[config.mk]
export PLATFORM = sky130hd
export DESIGN_NAME = crc16_response_frame_checker_core
export DESIGN_NICKNAME = d
export VERILOG_FILES = /design/src/hw/rtl/crcfc_pkg.sv /design/src/hw/rtl/crc16_response_frame_checker_core.sv /design/src/hw/rtl/crcfc_crc_byte.sv /design/src/hw/rtl/crcfc_frame.sv /design/src/hw/rtl/crcfc_outq.sv
export SDC_FILE = /design/constraint.sdc
export NUM_CORES = 1
export LEC_CHECK = 0
export ABC_AREA = 1
export BUFFER_PORTS_ARGS = -buffer_cell sky130_fd_sc_hd__buf_2
export CAP_MARGIN = 20
export CORE_MARGIN = 3
export CORE_UTILIZATION = 35
export DETAILED_ROUTE_END_ITERATION = 8
export GPL_TIMING_DRIVEN = 0
export SETUP_SLACK_MARGIN = 0.5
export SYNTH_ARGS = -nofsm -noshare
export SYNTH_HDL_FRONTEND = slang
export SYNTH_SLANG_ARGS = --single-unit
[constraint.sdc]
create_clock -name i_clk -period 4 [get_ports i_clk]
set_input_delay 0.2 -clock i_clk [delete_from_list [all_inputs] [get_ports i_clk]]
set_output_delay 0.2 -clock i_clk [all_outputs]
set_load 0.01 [all_outputs]
[src/hw/rtl/crcfc_pkg.sv]
`timescale 1ns / 1ps
// ----------------------------------------------------------------------------
// CRC-16 response frame checker package
// Types, status codes and constants shared by the checker modules.
// ----------------------------------------------------------------------------
package crcfc_pkg;

    localparam logic [15:0] CRC_INIT   = 16'hFFFF;
    localparam logic [15:0] CRC_POLY   = 16'hA001;
    localparam logic [7:0]  MIN_FRAME  = 8'd5;
    localparam int          CFG_IDX_W  = 2;

    typedef enum logic [2:0] {
        ST_OK   = 3'd0,
        ST_LEN  = 3'd1,
        ST_ADDR = 3'd2,
        ST_FUNC = 3'd3,
        ST_CRC  = 3'd4
    } t_status;

    typedef enum logic [CFG_IDX_W-1:0] {
        CFG_FRAME_LENGTH      = 2'd0,
        CFG_STATION_ADDRESS   = 2'd1,
        CFG_EXPECTED_FUNCTION = 2'd2
    } t_cfg_index;

    typedef struct packed {
        logic [7:0] frame_length;
        logic [7:0] station_address;
        logic [7:0] expected_function;
    } t_cfg;

    typedef struct packed {
        t_status     status;
        logic [15:0] computed_crc;
    } t_result;

endpackage

[src/hw/rtl/crc16_response_frame_checker_core.sv]
`timescale 1ns / 1ps
// ----------------------------------------------------------------------------
// CRC-16 response frame checker
// Checks received response frames byte by byte and reports one verdict each.
// ----------------------------------------------------------------------------
// The core takes one received byte per item, at up to one item per clock.
// An item with the first flag set starts a new frame. Byte 0 is compared with
// the frame length register, byte 1 with the station address and byte 2 with
// the expected function code. A reflected CRC-16 (polynomial 0xA001, start
// value 0xFFFF) runs over every byte except the last two, which must carry
// the CRC low byte first. On the last byte of the frame one result item is
// produced with the first failing check (length, address, function, CRC, in
// that order of priority) and the computed CRC. Bytes after the verdict and
// before the next first flag are dropped, as are bytes before any first flag.
// A frame length below five is counted as five bytes. Each item is latched
// into an input register and folded into the frame state in the following
// cycle; a result then enters the result queue and is presented from its
// head. A two-entry result queue decouples the sides; the input stalls when
// that queue might not absorb another result, so with an unstalled output
// the core accepts one item every cycle. Configuration writes are always
// ready and take effect for bytes processed after the write; indexes beyond
// the register list are ignored.
// ----------------------------------------------------------------------------
module crc16_response_frame_checker_core (
    input  logic                                 i_clk,
    input  logic                                 i_rst_n,
    // Byte input channel.
    input  logic                                 i_in_valid,
    output logic                                 o_in_stall,
    input  logic [7:0]                           i_rx_byte,
    input  logic                                 i_frame_first,
    // Verdict output channel.
    output logic                                 o_out_valid,
    input  logic                                 i_out_stall,
    output logic [2:0]                           o_status,
    output logic [15:0]                          o_computed_crc,
    // Configuration write channel.
    input  logic                                 i_cfg_valid,
    output logic                                 o_cfg_ready,
    input  logic [crcfc_pkg::CFG_IDX_W-1:0]      i_cfg_index,
    input  logic [7:0]                           i_cfg_data
);

    // Configuration registers.
    crcfc_pkg::t_cfg    r_cfg, n_cfg;

    // Input register stage.
    logic               r_in_valid;
    logic [7:0]         r_rx_byte;
    logic               r_frame_first;
    logic               in_accept;

    logic               res_valid;
    crcfc_pkg::t_result res;
    crcfc_pkg::t_result q_data;
    logic [1:0]         q_count;

    assign o_cfg_ready = 1'b1;

    // The write port never blocks; an unknown index leaves all registers alone.
    always_comb begin
        n_cfg = r_cfg;
        if (i_cfg_valid) begin
            case (crcfc_pkg::t_cfg_index'(i_cfg_index))
                crcfc_pkg::CFG_FRAME_LENGTH:      n_cfg.frame_length      = i_cfg_data;
                crcfc_pkg::CFG_STATION_ADDRESS:   n_cfg.station_address   = i_cfg_data;
                crcfc_pkg::CFG_EXPECTED_FUNCTION: n_cfg.expected_function = i_cfg_data;
                default: begin
                end
            endcase
        end
    end

    always_ff @(posedge i_clk) begin
        if (!i_rst_n) begin
            r_cfg.frame_length      <= crcfc_pkg::MIN_FRAME;
            r_cfg.station_address   <= 8'd2;
            r_cfg.expected_function <= 8'd0;
        end else begin
            r_cfg <= n_cfg;
        end
    end

    // The item in the input register may still turn into a result, so it is
    // counted against the queue's free space unless the output takes the
    // queue head in the same cycle.
    assign o_in_stall = (q_count == 2'd2) || (q_count == 2'd1 && r_in_valid && i_out_stall);
    assign in_accept  = i_in_valid && !o_in_stall;

    always_ff @(posedge i_clk) begin
        if (!i_rst_n) begin
            r_in_valid <= 1'b0;
        end else begin
            r_in_valid <= in_accept;
        end
    end

    always_ff @(posedge i_clk) begin
        if (in_accept) begin
            r_rx_byte     <= i_rx_byte;
            r_frame_first <= i_frame_first;
        end
    end

    crcfc_frame u_frame (
        .i_clk         (i_clk),
        .i_rst_n       (i_rst_n),
        .i_valid       (r_in_valid),
        .i_rx_byte     (r_rx_byte),
        .i_frame_first (r_frame_first),
        .i_cfg         (r_cfg),
        .o_res_valid   (res_valid),
        .o_res         (res)
    );

    crcfc_outq u_outq (
        .i_clk       (i_clk),
        .i_rst_n     (i_rst_n),
        .i_push      (res_valid),
        .i_data      (res),
        .i_out_stall (i_out_stall),
        .o_out_valid (o_out_valid),
        .o_data      (q_data),
        .o_count     (q_count)
    );

    assign o_status       = q_data.status;
    assign o_computed_crc = q_data.computed_crc;

endmodule

[src/hw/rtl/crcfc_crc_byte.sv]
`timescale 1ns / 1ps
// ----------------------------------------------------------------------------
// CRC-16 byte update
// Folds one byte into a reflected CRC-16 (polynomial 0xA001).
// ----------------------------------------------------------------------------
module crcfc_crc_byte (
    input  logic [15:0] i_crc,
    input  logic [7:0]  i_data,
    output logic [15:0] o_crc
);

    always_comb begin
        logic [15:0] c;
        c = i_crc ^ {8'h00, i_data};
        for (int k = 0; k < 8; k++) begin
            if (c[0]) begin
                c = (c >> 1) ^ crcfc_pkg::CRC_POLY;
            end else begin
                c = c >> 1;
            end
        end
        o_crc = c;
    end

endmodule

[src/hw/rtl/crcfc_frame.sv]
`timescale 1ns / 1ps
// ----------------------------------------------------------------------------
// Frame tracker
// Holds the per-frame state, checks header bytes and gives the verdict.
// ----------------------------------------------------------------------------
module crcfc_frame (
    input  logic               i_clk,
    input  logic               i_rst_n,
    input  logic               i_valid,
    input  logic [7:0]         i_rx_byte,
    input  logic               i_frame_first,
    input  crcfc_pkg::t_cfg    i_cfg,
    output logic               o_res_valid,
    output crcfc_pkg::t_result o_res
);

    logic [7:0]         r_byte_count, n_byte_count;
    logic [15:0]        r_crc_accum,  n_crc_accum;
    crcfc_pkg::t_status r_first_error, n_first_error;
    logic [7:0]         r_crc_low,    n_crc_low;
    logic               r_frame_done, n_frame_done;

    logic [7:0]         cnt_b;
    logic [15:0]        crc_b;
    crcfc_pkg::t_status err_b;
    logic [7:0]         low_b;
    logic               done_b;
    logic [7:0]         len;
    logic [7:0]         len_m2;
    logic               is_last;
    logic [15:0]        crc_upd;
    crcfc_pkg::t_status cand;
    crcfc_pkg::t_status err_upd;

    crcfc_crc_byte u_crc (
        .i_crc  (crc_b),
        .i_data (i_rx_byte),
        .o_crc  (crc_upd)
    );

    always_comb begin
        // A first flag restarts the frame before the byte is looked at.
        cnt_b  = i_frame_first ? 8'd0 : r_byte_count;
        crc_b  = i_frame_first ? crcfc_pkg::CRC_INIT : r_crc_accum;
        err_b  = i_frame_first ? crcfc_pkg::ST_OK : r_first_error;
        low_b  = i_frame_first ? 8'd0 : r_crc_low;
        done_b = i_frame_first ? 1'b0 : r_frame_done;

        len     = (i_cfg.frame_length < crcfc_pkg::MIN_FRAME) ? crcfc_pkg::MIN_FRAME
                                                              : i_cfg.frame_length;
        len_m2  = len - 8'd2;
        is_last = (cnt_b > len_m2);

        if (cnt_b == 8'd0 && i_rx_byte != i_cfg.frame_length) begin
            cand = crcfc_pkg::ST_LEN;
        end else if (cnt_b == 8'd1 && i_rx_byte != i_cfg.station_address) begin
            cand = crcfc_pkg::ST_ADDR;
        end else if (cnt_b == 8'd2 && i_rx_byte != i_cfg.expected_function) begin
            cand = crcfc_pkg::ST_FUNC;
        end else if (is_last && (low_b != crc_b[7:0] || i_rx_byte != crc_b[15:8])) begin
            cand = crcfc_pkg::ST_CRC;
        end else begin
            cand = crcfc_pkg::ST_OK;
        end
        err_upd = (err_b != crcfc_pkg::ST_OK) ? err_b : cand;

        n_byte_count  = r_byte_count;
        n_crc_accum   = r_crc_accum;
        n_first_error = r_first_error;
        n_crc_low     = r_crc_low;
        n_frame_done  = r_frame_done;
        o_res_valid   = 1'b0;

        if (i_valid) begin
            n_byte_count  = cnt_b;
            n_crc_accum   = crc_b;
            n_first_error = err_b;
            n_crc_low     = low_b;
            n_frame_done  = done_b;
            if (!done_b) begin
                n_first_error = err_upd;
                if (cnt_b < len_m2) begin
                    n_crc_accum = crc_upd;
                end else if (cnt_b == len_m2) begin
                    n_crc_low = i_rx_byte;
                end
                if (is_last) begin
                    n_frame_done = 1'b1;
                    o_res_valid  = 1'b1;
                end else begin
                    n_byte_count = cnt_b + 8'd1;
                end
            end
        end

        o_res.status       = err_upd;
        o_res.computed_crc = crc_b;
    end

    always_ff @(posedge i_clk) begin
        if (!i_rst_n) begin
            r_byte_count  <= 8'd0;
            r_crc_accum   <= crcfc_pkg::CRC_INIT;
            r_first_error <= crcfc_pkg::ST_OK;
            r_crc_low     <= 8'd0;
            r_frame_done  <= 1'b1;
        end else begin
            r_byte_count  <= n_byte_count;
            r_crc_accum   <= n_crc_accum;
            r_first_error <= n_first_error;
            r_crc_low     <= n_crc_low;
            r_frame_done  <= n_frame_done;
        end
    end

endmodule

[src/hw/rtl/crcfc_outq.sv]
`timescale 1ns / 1ps
// ----------------------------------------------------------------------------
// Result queue
// Two-entry output register with skid slot; reports its fill level.
// ----------------------------------------------------------------------------
module crcfc_outq (
    input  logic               i_clk,
    input  logic               i_rst_n,
    input  logic               i_push,
    input  crcfc_pkg::t_result i_data,
    input  logic               i_out_stall,
    output logic               o_out_valid,
    output crcfc_pkg::t_result o_data,
    output logic [1:0]         o_count
);

    logic [1:0]         r_cnt, n_cnt;
    crcfc_pkg::t_result r_head, n_head;
    crcfc_pkg::t_result r_tail, n_tail;
    logic               pop;

    always_comb begin
        pop    = (r_cnt != 2'd0) && !i_out_stall;
        n_cnt  = r_cnt;
        n_head = r_head;
        n_tail = r_tail;
        case ({i_push, pop})
            2'b11: begin
                if (r_cnt == 2'd1) begin
                    n_head = i_data;
                end else begin
                    n_head = r_tail;
                    n_tail = i_data;
                end
            end
            2'b10: begin
                if (r_cnt == 2'd0) begin
                    n_head = i_data;
                end else begin
                    n_tail = i_data;
                end
                n_cnt = r_cnt + 2'd1;
            end
            2'b01: begin
                n_head = r_tail;
                n_cnt  = r_cnt - 2'd1;
            end
            default: begin
            end
        endcase
    end

    always_ff @(posedge i_clk) begin
        if (!i_rst_n) begin
            r_cnt <= 2'd0;
        end else begin
            r_cnt <= n_cnt;
        end
    end

    always_ff @(posedge i_clk) begin
        r_head <= n_head;
        r_tail <= n_tail;
    end

    assign o_out_valid = (r_cnt != 2'd0);
    assign o_data      = r_head;
    assign o_count     = r_cnt;

endmodule

==> Word level (Yosys, flattened, before mapping) <==
Index checks and enable logic that the tools add are counted.
Widths: inputs -> output; s select.
{ "word_totals": {"regBits": 110, "latch_bits": 0, "ramBits": 0, "romBits": 0, "in_bits": 24, "elab_cells": 113, "memories": 0} }
{ "classes": {"addsub": 4, "n_mul": 0, "n_div": 0, "n_lt_le_gt_ge": 3, "n_eq_ne": 18, "n_shift": 0, "n_mux": 38, "bitwise_logic": 9, "n_reduce_logical": 25} }
{ "ops": {"columns": ["cell", "n"], "rows": [
  ["$mux 16", 11],
  ["$mux 19", 4],
  ["$mux 8", 8],
  ["$pmux 19 s3", 1],
  ["$ne 8x8->1", 5],
  ["$pmux 19 s2", 1],
  ["$not 2->3", 8],
  ["$mux 3", 7],
  ["$xor 16x8->16", 1],
  ["$add 8x1->8 const B", 1],
  ["$eq 2x2->1 const B", 4],
  ["$eq 8x1->1 const B", 1],
  ["$eq 8x2->1 const B", 1],
  ["$eq 8x8->1", 1],
  ["$gt 8x8->1", 1],
  ["$logic_and 1x1->1", 8],
  ["$logic_not 8->1", 1],
  ["$lt 8x3->1 const B", 1],
  ["$lt 8x8->1", 1],
  ["$reduce_and 2->1", 4],
  ["$sub 8x2->8 const B", 1],
  ["$eq 2x1->1 const B", 3],
  ["$reduce_bool 2->1", 3],
  ["$reduce_bool 3->1", 2],
  ["10 further kinds", 18]
]} }

==> Logic depth before layout (Yosys ltp) <==
Gate-level depths: netlist of the first run.
{ "logic_depth": {"depth_word": 20, "ltp_mapped": 24} }

==> Modules after synthesis <==
A second synthesis of the first run with hierarchy kept.
{ "hier_totals": {"hier_cells": 985, "hier_area_um2": 7004.2} }
{ "by_module_without_submodules": {"columns": ["module", "n_inst", "cells_each", "area_per_inst_um2"], "rows": [
  ["crcfc_frame", 1, 563, 3178.0],
  ["crcfc_outq", 1, 217, 1991.9],
  ["crc16_response_frame_checker_core", 1, 140, 1388.8],
  ["crcfc_crc_byte", 1, 65, 445.4]
]} }

==> Worst setup path before layout of the first run <==
Ideal clock, no wire load.
{ "synth_path": {"path_type": "register -> register", "from": "reg r_cfg[19] (netlist bit)", "to": "reg u_outq.r_tail[0] (netlist bit), enable pin", "setup_ps": 404, "arrival_time_ps": 3854, "path_slack_ps": -258, "stages_incl_launch_ff": 24, "path_buffers": 2, "period_less_slack_ps": 4258, "cell_sequence": "dfxtp_1 -> nor2_1 -> nand3_1 -> nor2_1 -> nor2_1 -> inv_1 -> ha_1 -> nand3_1 -> xor2_1 -> ha_1 -> nand2_1 -> inv_1 -> nand3_1 -> inv_1 -> nand2_1 -> nand2_1 -> o21ai_0 -> nor2_1 -> ha_1 -> clkbuf_1 -> inv_1 -> clkbuf_1 -> nand2_1 -> a22oi_1"} }
{ "synth_between": {"elab_chain_cells": 10, "word_cells_on_any_way": 13} }
{ "synth_lines": {"columns": ["item", "line", "rtl"], "rows": [
  ["start: declaration", "crc16_response_frame_checker_core.sv:45", "crcfc_pkg::t_cfg r_cfg, n_cfg;"],
  ["start signal: assignment", "crc16_response_frame_checker_core.sv:80", "r_cfg <= n_cfg;"],
  ["$lt 8x3->1", "crcfc_frame.sv:49", "len = (i_cfg.frame_length < crcfc_pkg::MIN_FRAME) ? crcfc_pkg::MIN_FRAME"],
  ["$mux 8 (*)", "crcfc_frame.sv:49", null],
  ["$sub 8x2->8 (*)", "crcfc_frame.sv:51", "len_m2 = len - 8'd2;"],
  ["$gt 8x8->1 (*)", "crcfc_frame.sv:52", "is_last = (cnt_b > len_m2);"],
  ["$mux 1 (*)", "crcfc_frame.sv:87", "if (is_last) begin"],
  ["$mux 1 (*)", "crcfc_frame.sv:80", "if (!done_b) begin"],
  ["$mux 1 (*)", "crcfc_frame.sv:74", "if (i_valid) begin"],
  ["$eq 2x2->1", "crcfc_outq.sv:27", "case ({i_push, pop})"],
  ["$ne 2x2->1 (no line) or $reduce_bool 2->1 (tied branches)", null, null],
  ["$reduce_and 3->1 (no line) (*)", null, null],
  ["end signal: assignment", "crcfc_outq.sv:63", "r_tail <= n_tail;"],
  ["end: declaration", "crcfc_outq.sv:19", "crcfc_pkg::t_result r_tail, n_tail;"]
]} }
Every way passes the cells marked *; elsewhere a longest branch is shown, timed or not.
A chain may end at the register's enable or synchronous reset.

==> Worst setup path after layout of the first run <==
{ "layout_path": {"from": "reg r_cfg[19] (netlist bit)", "to": "reg u_outq.r_tail[14] (netlist bit), enable pin"} }
The elaborated chain is that of the path after synthesis.

==> out/metrics.yaml, run 1 <==
slew_headroom: 0.311
rsz0062_at_grt: "true"
power_mw: 2.72
async_flop_share: 0
finClkSkew_ns: 0.00896
outcome: "finished, final reports clean"
synth-compound-area-share: 0.171
synth_area_leader_cell: "edfxtp_1"
yosys-top-cells-area: "edfxtp_1, dfxtp_1, nand2_1, o21ai_0, nor2_1"
htreeDepth: 3
fin_util: 0.433
die-area_um2: 19700
muxShareOfSynthArea: 0.00158
p_seq_frac: 0.463
hold_slack_ns: 0.0101
vdd_ir_drop_max_mv: 0.349
p_comb_frac: 0.211
r2r-start: "r_cfg[19]$_SDFFE_PN0P_"
holdPathEnd: "r_rx_byte[0]$_DFFE_PP_"
die_y_um: 140
regToRegEndpoint: "u_outq.r_tail[14]$_DFFE_PP_"
antenna_found_initial: 0
place_area_um2: 6920
post_drt_wl_per_cell_um: 15.3
die_w_um: 140
swShare: 0.314
synth_top_area_share: 0.223
layout_commonest_cell: "nand2_1"
synth_fa_ha_area_frac: 0.0376
critPathKind: "reg -> reg"
syn_area_per_cell_um2: 7.52
critPathMaxFanout: 8
clock_latency_ns: 0.36
clockRootBuffer: "clkbuf_16"
grt_pass1_wl_mm: 27.0
arrival_ns: 3.49
setup_viol: 0
vias_per_cell: 5.03
required_ns: 4.09
ys_warn_count: 0
final_area_um2: 7560
num_io_pins: 46
power.share.clock: 0.326
initial_core_util: 0.362
drtPass1Iterations: 5
core_um2: 17500
grt_max_degree: 21
grt_usage: 0.172
hold_viol: 0
synth-seq-cells: 110
worst_slack_ns: 0.600
vias: 5788
synth_fp_nets: 884
start_kind: "register"
power_density_nw_per_um2: 360
clock.fmax_mhz: 294
worstMarginPinSlew_ns: 1.03
synth_top_family_by_area: "simple AND/OR/NAND/NOR gates"
period_needed_ns: 3.40
r2r_setup_slack_ns: 0.60
drive_gt1_frac: 0.177
synth_edf_count: 47
slew_violations: 0
drt_iter0_drc: 299
power_leakage_nw: 3.11
whs_path_depth: 1
p_sw_mw: 0.855
numCtsBuffers: 9
period_share: 0.850
dp_hpwl_mm: 12.8
overflow: 0
post_synth_inst_count: 841
end_kind: "register"
port_buffers: 43
internal_power_mw: 1.87
final_cell_mix: "nand2_1, nor2_1, o21ai_0"
finalNetCount: 963
placementRows: 48
place.gp.congestion: 0.921
synth-simple-area-share: 0.231
clk_pin_slew_ns: 0.08
hp-class: "in -> reg"
synth_xor_area_frac: 0.0524
cts_tree: "done"
netlist_area_um2: 6330
cts_buffer_depth: 2
grt_pass1_vias: 5057
yosysUniqueCellTypes: 44
yosysSeqAreaShare: 0.422
wl_mm: 17.6
antenna_left: 0
hold_path.startpoint: "i_rx_byte[0]"
maxCapViolCount: 0
cts.sink_count: 110
area_delta_synth_final_pct: 19.5
n_antenna_cell: 0
pre_cts_slack_ns: -0.0919
synth_ff_type: "dfxtp_1"
ff2ff_path_depth: 25
drcViolationCount: 0
==> cells in the mapped netlist, types with 6 or more instances <==
| master | count |
|---|---|
| nor3_1 | 10 |
| a22oi_1 | 7 |
| ha_1 | 19 |
| o21ai_0 | 104 |
| buf_2 | 11 |
| inv_1 | 80 |
| xnor2_1 | 17 |
| clkbuf_1 | 23 |
| dfxtp_1 | 63 |
| nand3_1 | 21 |
| nand2_2 | 13 |
| o21ai_1 | 8 |
| a21oi_1 | 57 |
| o211ai_1 | 13 |
| xor2_1 | 19 |
| nand2_1 | 178 |
| nor2_1 | 100 |
| nand4_1 | 7 |
| o22ai_1 | 6 |
| edfxtp_1 | 47 |
==> power by group through the flow <==
stage	clock network [mW]	registers (mW)	logic, mW
2_1_floorplan	0	1.29	0.367
3_3_place_gp	0	1.29	0.518
3_5_place_dp	0	1.29	0.526
4_1_cts	0.907	1.26	0.534
5_1_grt	0.948	1.27	0.640
6_report	0.889	1.26	0.574
==> worst max-delay path, stage by stage (launching register included) <==
cell,delay [ns]
dfxtp_4,0.36
nor2_4,0.12
nand3_2,0.09
nor2_1,0.11
nor2_1,0.06
inv_1,0.10
ha_4,0.16
nand3_2,0.06
xor2_1,0.14
ha_1,0.33
nand2_2,0.09
inv_2,0.04
nand3_4,0.07
inv_2,0.04
nand2_2,0.07
nand2_4,0.06
o21ai_4,0.09
nor2_4,0.07
ha_2,0.19
buf_8,0.13
inv_6,0.05
buf_8,0.09
nand2_2,0.04
a22oi_2,0.20
buf_6,0.17
clkbuf_16,0.15
==> final cells by class <==
class / instances / area, um2
buffer: 40 / 259
clock buffer: 9 / 225
clock inverter: 7 / 62.6
fill: 1758 / 9910
inverter: 88 / 343
multi-input combinational: 603 / 3250
sequential: 110 / 2690
tap: 225 / 282
timing repair buffer: 68 / 454
==> metrics by stage <==
step                      cells  setup TNS (ns)
after floorplan             841               0
after global placement     1109           -1.09
after detailed placement   1109           -1.73
after CTS                  1129               0
after global routing       1150               0
final                      1150               0
==> how the worst max path moves through the flow <==
stage / slack, ns / depth (start not counted) / start / to
final: 0.60 / 25 / r_cfg[19]$_SDFFE_PN0P_ / u_outq.r_tail[14]$_DFFE_PP_
after CTS: 0.52 / 24 / r_cfg[20]$_SDFFE_PN0P_ / u_outq.o_data[12]$_DFFE_PP_
after global routing: 0.43 / 25 / r_cfg[19]$_SDFFE_PN0P_ / u_outq.r_tail[1]$_DFFE_PP_
after floorplan: 0.48 / 23 / r_cfg[20]$_SDFFE_PN0P_ / u_outq.r_tail[0]$_DFFE_PP_
after global placement: -0.06 / 23 / r_cfg[17]$_SDFFE_PN0P_ / u_outq.r_tail[2]$_DFFE_PP_
after detailed placement: -0.09 / 23 / r_cfg[17]$_SDFFE_PN0P_ / u_outq.r_tail[2]$_DFFE_PP_
==> flip-flops by register name, summed over array words and instances (netlist names) <==
register	count
u_outq.o_data	19
r_in_valid	1
u_frame.r_byte_count	8
u_outq.r_tail	19
r_rx_byte	8
r_frame_first	1
u_frame.r_crc_accum	16
r_cfg	24
u_frame.r_crc_low	8
u_outq.o_count	2
u_frame.r_first_error	3
u_frame.r_frame_done	1
==> cells by family (layout without fill, tap and decap cells) <==
kind of cell | count (synthesis) | in the layout
and+or+nand+nor | 344 | 344
AOI/OAI and AO/OA | 201 | 201
buffers and inverters | 128 | 212
DFF | 110 | 110
xor gates and xnor gates | 37 | 37
adders and majority gates | 19 | 19
other | 1 | 1
muxes | 1 | 1
==> what timing repair did <==
| action | in CTS | in global routing |
|---|---|---|
| endpoints found under the hold margin | 1 | 0 |
| resized for setup | 10 | 41 |
| pin swaps | 3 | 13 |
| setup endpoints to repair | 59 | 59 |
| hold buffers | 1 | 0 |
| gates cloned | 0 | 4 |
| buffers inserted | 3 | 17 |
==> metal layers <==
metal  track usage  wire length, um  up-vias
met4        0.0454              231        0
met3        0.0304              955       16
li1              -                -     2929
met2         0.275             8140      183
met1         0.239             8230     2660
met5             0                0        -
Note: power is estimated with default switching activity, not from simulation.
==> run 2, diff against run 1 <==
- ABC_AREA: 1 -> 0
- clock period: 4 -> 3.1 ns (I/O delays scaled with it)
==> run 2 against run 1 <==
The run now ends with negative setup slack left. Count of clock-buffer cells in the layout is 4 higher. Cell area is 3.7% higher. Power is 13% higher. Worst setup slack worse by 1.2 ns. Critical path type unchanged. Largest cell class unchanged.
==> out/metrics.yaml, run 2 <==
crit_family: "compound AO/OA/AOI/OAI gates"  # was simple AND/OR/NAND/NOR gates
vias_per_cell: 5.13  # was 5.03
cts.sink_count: 110  # unchanged
yosysSeqAreaShare: 0.458  # was 0.422
worstMarginPinSlew_ns: 0.851  # was 1.03 ns
synth_ff_type: "dfxtp_1"  # unchanged
worst_path_most_repeated_cell: "buf_6"  # was nand2_2
dp_hpwl_mm: 10.5  # was 12.8 mm
fin_util: 0.487  # was 0.433
synth.most_common_cell: "dfxtp_1"  # was nand2_1
overflow: 0  # unchanged
clk_pin_slew_ns: 0.07  # was 0.08 ns
post_drt_wl_per_cell_um: 17.2  # was 15.3 um
period_share: 1.20  # was 0.850
grt_usage: 0.171  # was 0.172
drive_gt1_frac: 0.316  # was 0.177
port_buffers: 44  # was 43
worst_slack_ns: -0.630  # was 0.600 ns
top_register: "r_cfg"  # unchanged
die-area_um2: 18300  # was 19700 um2
rsz0062_at_grt: "true"  # unchanged
syn_area_per_cell_um2: 10.2  # was 7.52 um2
clock_latency_ns: 0.36  # about the same
drt_iter0_drc: 209  # was 299
place.gp.congestion: 0.868  # was 0.921
highest_layer: "met4"  # unchanged
maxCapViolCount: 0  # unchanged
outcome: "complete, but fails checks"  # was finished, final reports clean
htreeDepth: 3  # unchanged
ys_warn_count: 0  # unchanged
cts_buffer_depth: 2  # unchanged
violations: "negative setup slack"
yosysUniqueCellTypes: 49  # was 44
wl_met3_um: 723  # was 955 um
required_ns: 3.18  # was 4.09 ns
period_needed_ns: 3.73  # was 3.40 ns
vias: 4612  # was 5788
start_kind: "register"  # unchanged
synth_common_cells: "dfxtp_1, edfxtp_1, nand2_1"  # was nand2_1, o21ai_0, nor2_1
path_cells: "nor4_4 -> nor2b_4 -> nor2_2 -> ha_4 -> xnor2_2 -> ha_1 -> buf_6 -> a2111oi_4 -> a221oi_2 -> o21bai_2 -> clkbuf_8 -> nor2_4 -> buf_6 -> ha_4 -> nand2_4 -> o21ai_4 -> a21oi_4 -> buf_6 -> buf_16"
wl_mm: 15.5  # was 17.6 mm
synth_top_area_share: 0.242  # was 0.223
grt_pass1_wl_mm: 24.4  # was 27.0 mm
hp-class: "in -> reg"  # unchanged
drcViolationCount: 0  # unchanged
m1WireLength_mm: 6.98  # was 8.23 mm
slowest_delay_ns: 0.36  # about the same
synth-seq-cells: 110  # unchanged
critPathMaxFanout: 7  # was 8
worst_path_max_delay_cell: "dfxtp_4"  # unchanged
finalNetCount: 721  # was 963
n_antenna_cell: 0  # unchanged
die_y_um: 135  # was 140 um
finClkSkew_ns: 0.00965  # was 0.00896 ns
yosys-top-cells-area: "edfxtp_1, dfxtp_1, xnor2_1, mux2i_1, xor2_1"  # was edfxtp_1, dfxtp_1, nand2_1, o21ai_0, nor2_1
synth_fp_nets: 616  # was 884
place_area_um2: 6560  # was 6920 um2
layout_commonest_cell: "dfxtp_1"  # was nand2_1
power_leakage_nw: 2.94  # was 3.11 nW
drtPass1Iterations: 6  # was 5
setup_viol: 93  # was 0
final_cells: 899  # was 1150
vdd_ir_drop_max_mv: 0.308  # was 0.349 mV
largest_reg_flops: 24  # unchanged
end_kind: "register"  # unchanged
final_cell_mix: "dfxtp_1, buf_2, edfxtp_1"  # was nand2_1, nor2_1, o21ai_0
netlist_area_um2: 5830  # was 6330 um2
clock.fmax_mhz: 268  # was 294 MHz
initial_core_util: 0.362  # about the same
grt_max_degree: 19  # was 21
antenna_found_initial: 0  # unchanged
cts_tree: "done"  # unchanged
synth_edf_count: 47  # unchanged
hold_slack_ns: 0.0642  # was 0.0101 ns
arrival_ns: 3.81  # was 3.49 ns
post_synth_inst_count: 573  # was 841
final_area_um2: 7840  # was 7560 um2
clockRootBuffer: "clkbuf_16"  # unchanged
synth_area_leader_cell: "edfxtp_1"  # unchanged
numCtsBuffers: 9  # unchanged
async_flop_share: 0  # unchanged
hold_viol: 0  # unchanged
slew_headroom: 0.433  # was 0.311
dp.cells: 833  # was 1109
antenna_left: 0  # unchanged
die_w_um: 135  # was 140 um
power_density_nw_per_um2: 393  # was 360 nW/um2
critPathKind: "reg -> reg"  # unchanged
placementRows: 46  # was 48
grt_pass1_vias: 4642  # was 5057
met2WireLength_mm: 7.45  # was 8.14 mm
worst-path-buf-inv: 5  # was 8
core_um2: 16100  # was 17500 um2
area_delta_synth_final_pct: 34.4  # was 19.5%
slew_violations: 0  # unchanged
num_io_pins: 46  # unchanged
n_fill_cell: 1457  # was 1758
-- run 2: changes by cell type after synthesis, sizes merged, moves of 36 or more --
cell	previous run	this run
nand2	194	47
a21oi	57	21
o21ai	113	20
nor2	105	16
inv	85	26
-- run 2: area by class of cell --
class,count,area [um2],area share
multi-input combinational,393,3400,0.433
inverter,26,101,0.0129
clock inverter,3,23.8,0.00303
clock buffer,13,272,0.0346
timing repair buffer,94,753,0.0960
tap,216,270,0.0345
buffer,44,343,0.0437
sequential,110,2680,0.342
-- run 2: timing repair --
item | in CTS | in global routing
cloned | 3 | 2
pin swaps | 15 | 20
resized for setup | 54 | 56
setup buffers | 25 | 11
endpoints found under the setup margin | 96 | 98
hold buffers | 9 | 0
endpoints found under the hold margin | 9 | 0
-- run 2: where the power goes --
| group | total, mW | internal [mW] | switching [mW] |
|---|---|---|---|
| Clock | 1.16 | 0.622 | 0.533 |
| Combinational | 0.364 | 0.176 | 0.189 |
| Sequential | 1.56 | 1.53 | 0.0273 |
| Total | 3.08 | 2.33 | 0.749 |
-- run 2: cells by family after synthesis --
logic type / after synthesis / synth area share
xor gates and xnor gates: 75 / 0.123
adders and majority gates: 19 / 0.0407
and+or+nand+nor: 158 / 0.148
AOI/OAI and AO/OA: 108 / 0.126
DFF: 110 / 0.458
buffers and inverters: 70 / 0.0483
other: 1 / 0.000643
muxes: 32 / 0.0549
-- run 2: through the flow --
| step | setup TNS, ns | power (mW) | setup WS, ns |
|---|---|---|---|
| after floorplan | -24.49 | 1.81 | -0.482 |
| after global placement | -68.19 | 1.89 | -1.17 |
| after detailed placement | -73.12 | 1.90 | -1.20 |
| after CTS | -33.49 | 3.08 | -0.665 |
| after global routing | -49.83 | 3.20 | -0.768 |
| final | -37.33 | 3.08 | -0.630 |
-- run 2: worst paths after layout --
check / from / endpoint / slack [ns] / cells after the start
setup / recovery: r_cfg[22]$_SDFFE_PN0P_ / u_outq.r_tail[8]$_DFFE_PP_ / -0.63 / 19
hold / removal: i_cfg_data[2] / r_cfg[18]$_SDFFE_PN1P_ / 0.06 / 3
hold reg to reg: u_frame.r_byte_count[1]$_SDFFE_PN0P_ / u_frame.r_byte_count[1]$_SDFFE_PN0P_ / 0.49 / 2
setup reg to reg: r_cfg[22]$_SDFFE_PN0P_ / u_outq.r_tail[8]$_DFFE_PP_ / -0.63 / 19
-- run 2: routing by layer --
metal	track usage	vias to the layer above
met5	0	-
met4	0.0605	0
met3	0.0335	26
met2	0.283	127
met1	0.223	2221
li1	-	2238
-- run 2: tightest hold or removal path: stages --
cell     delay [ns]
buf_2          0.11
mux2i_1        0.07
nand2_1        0.06
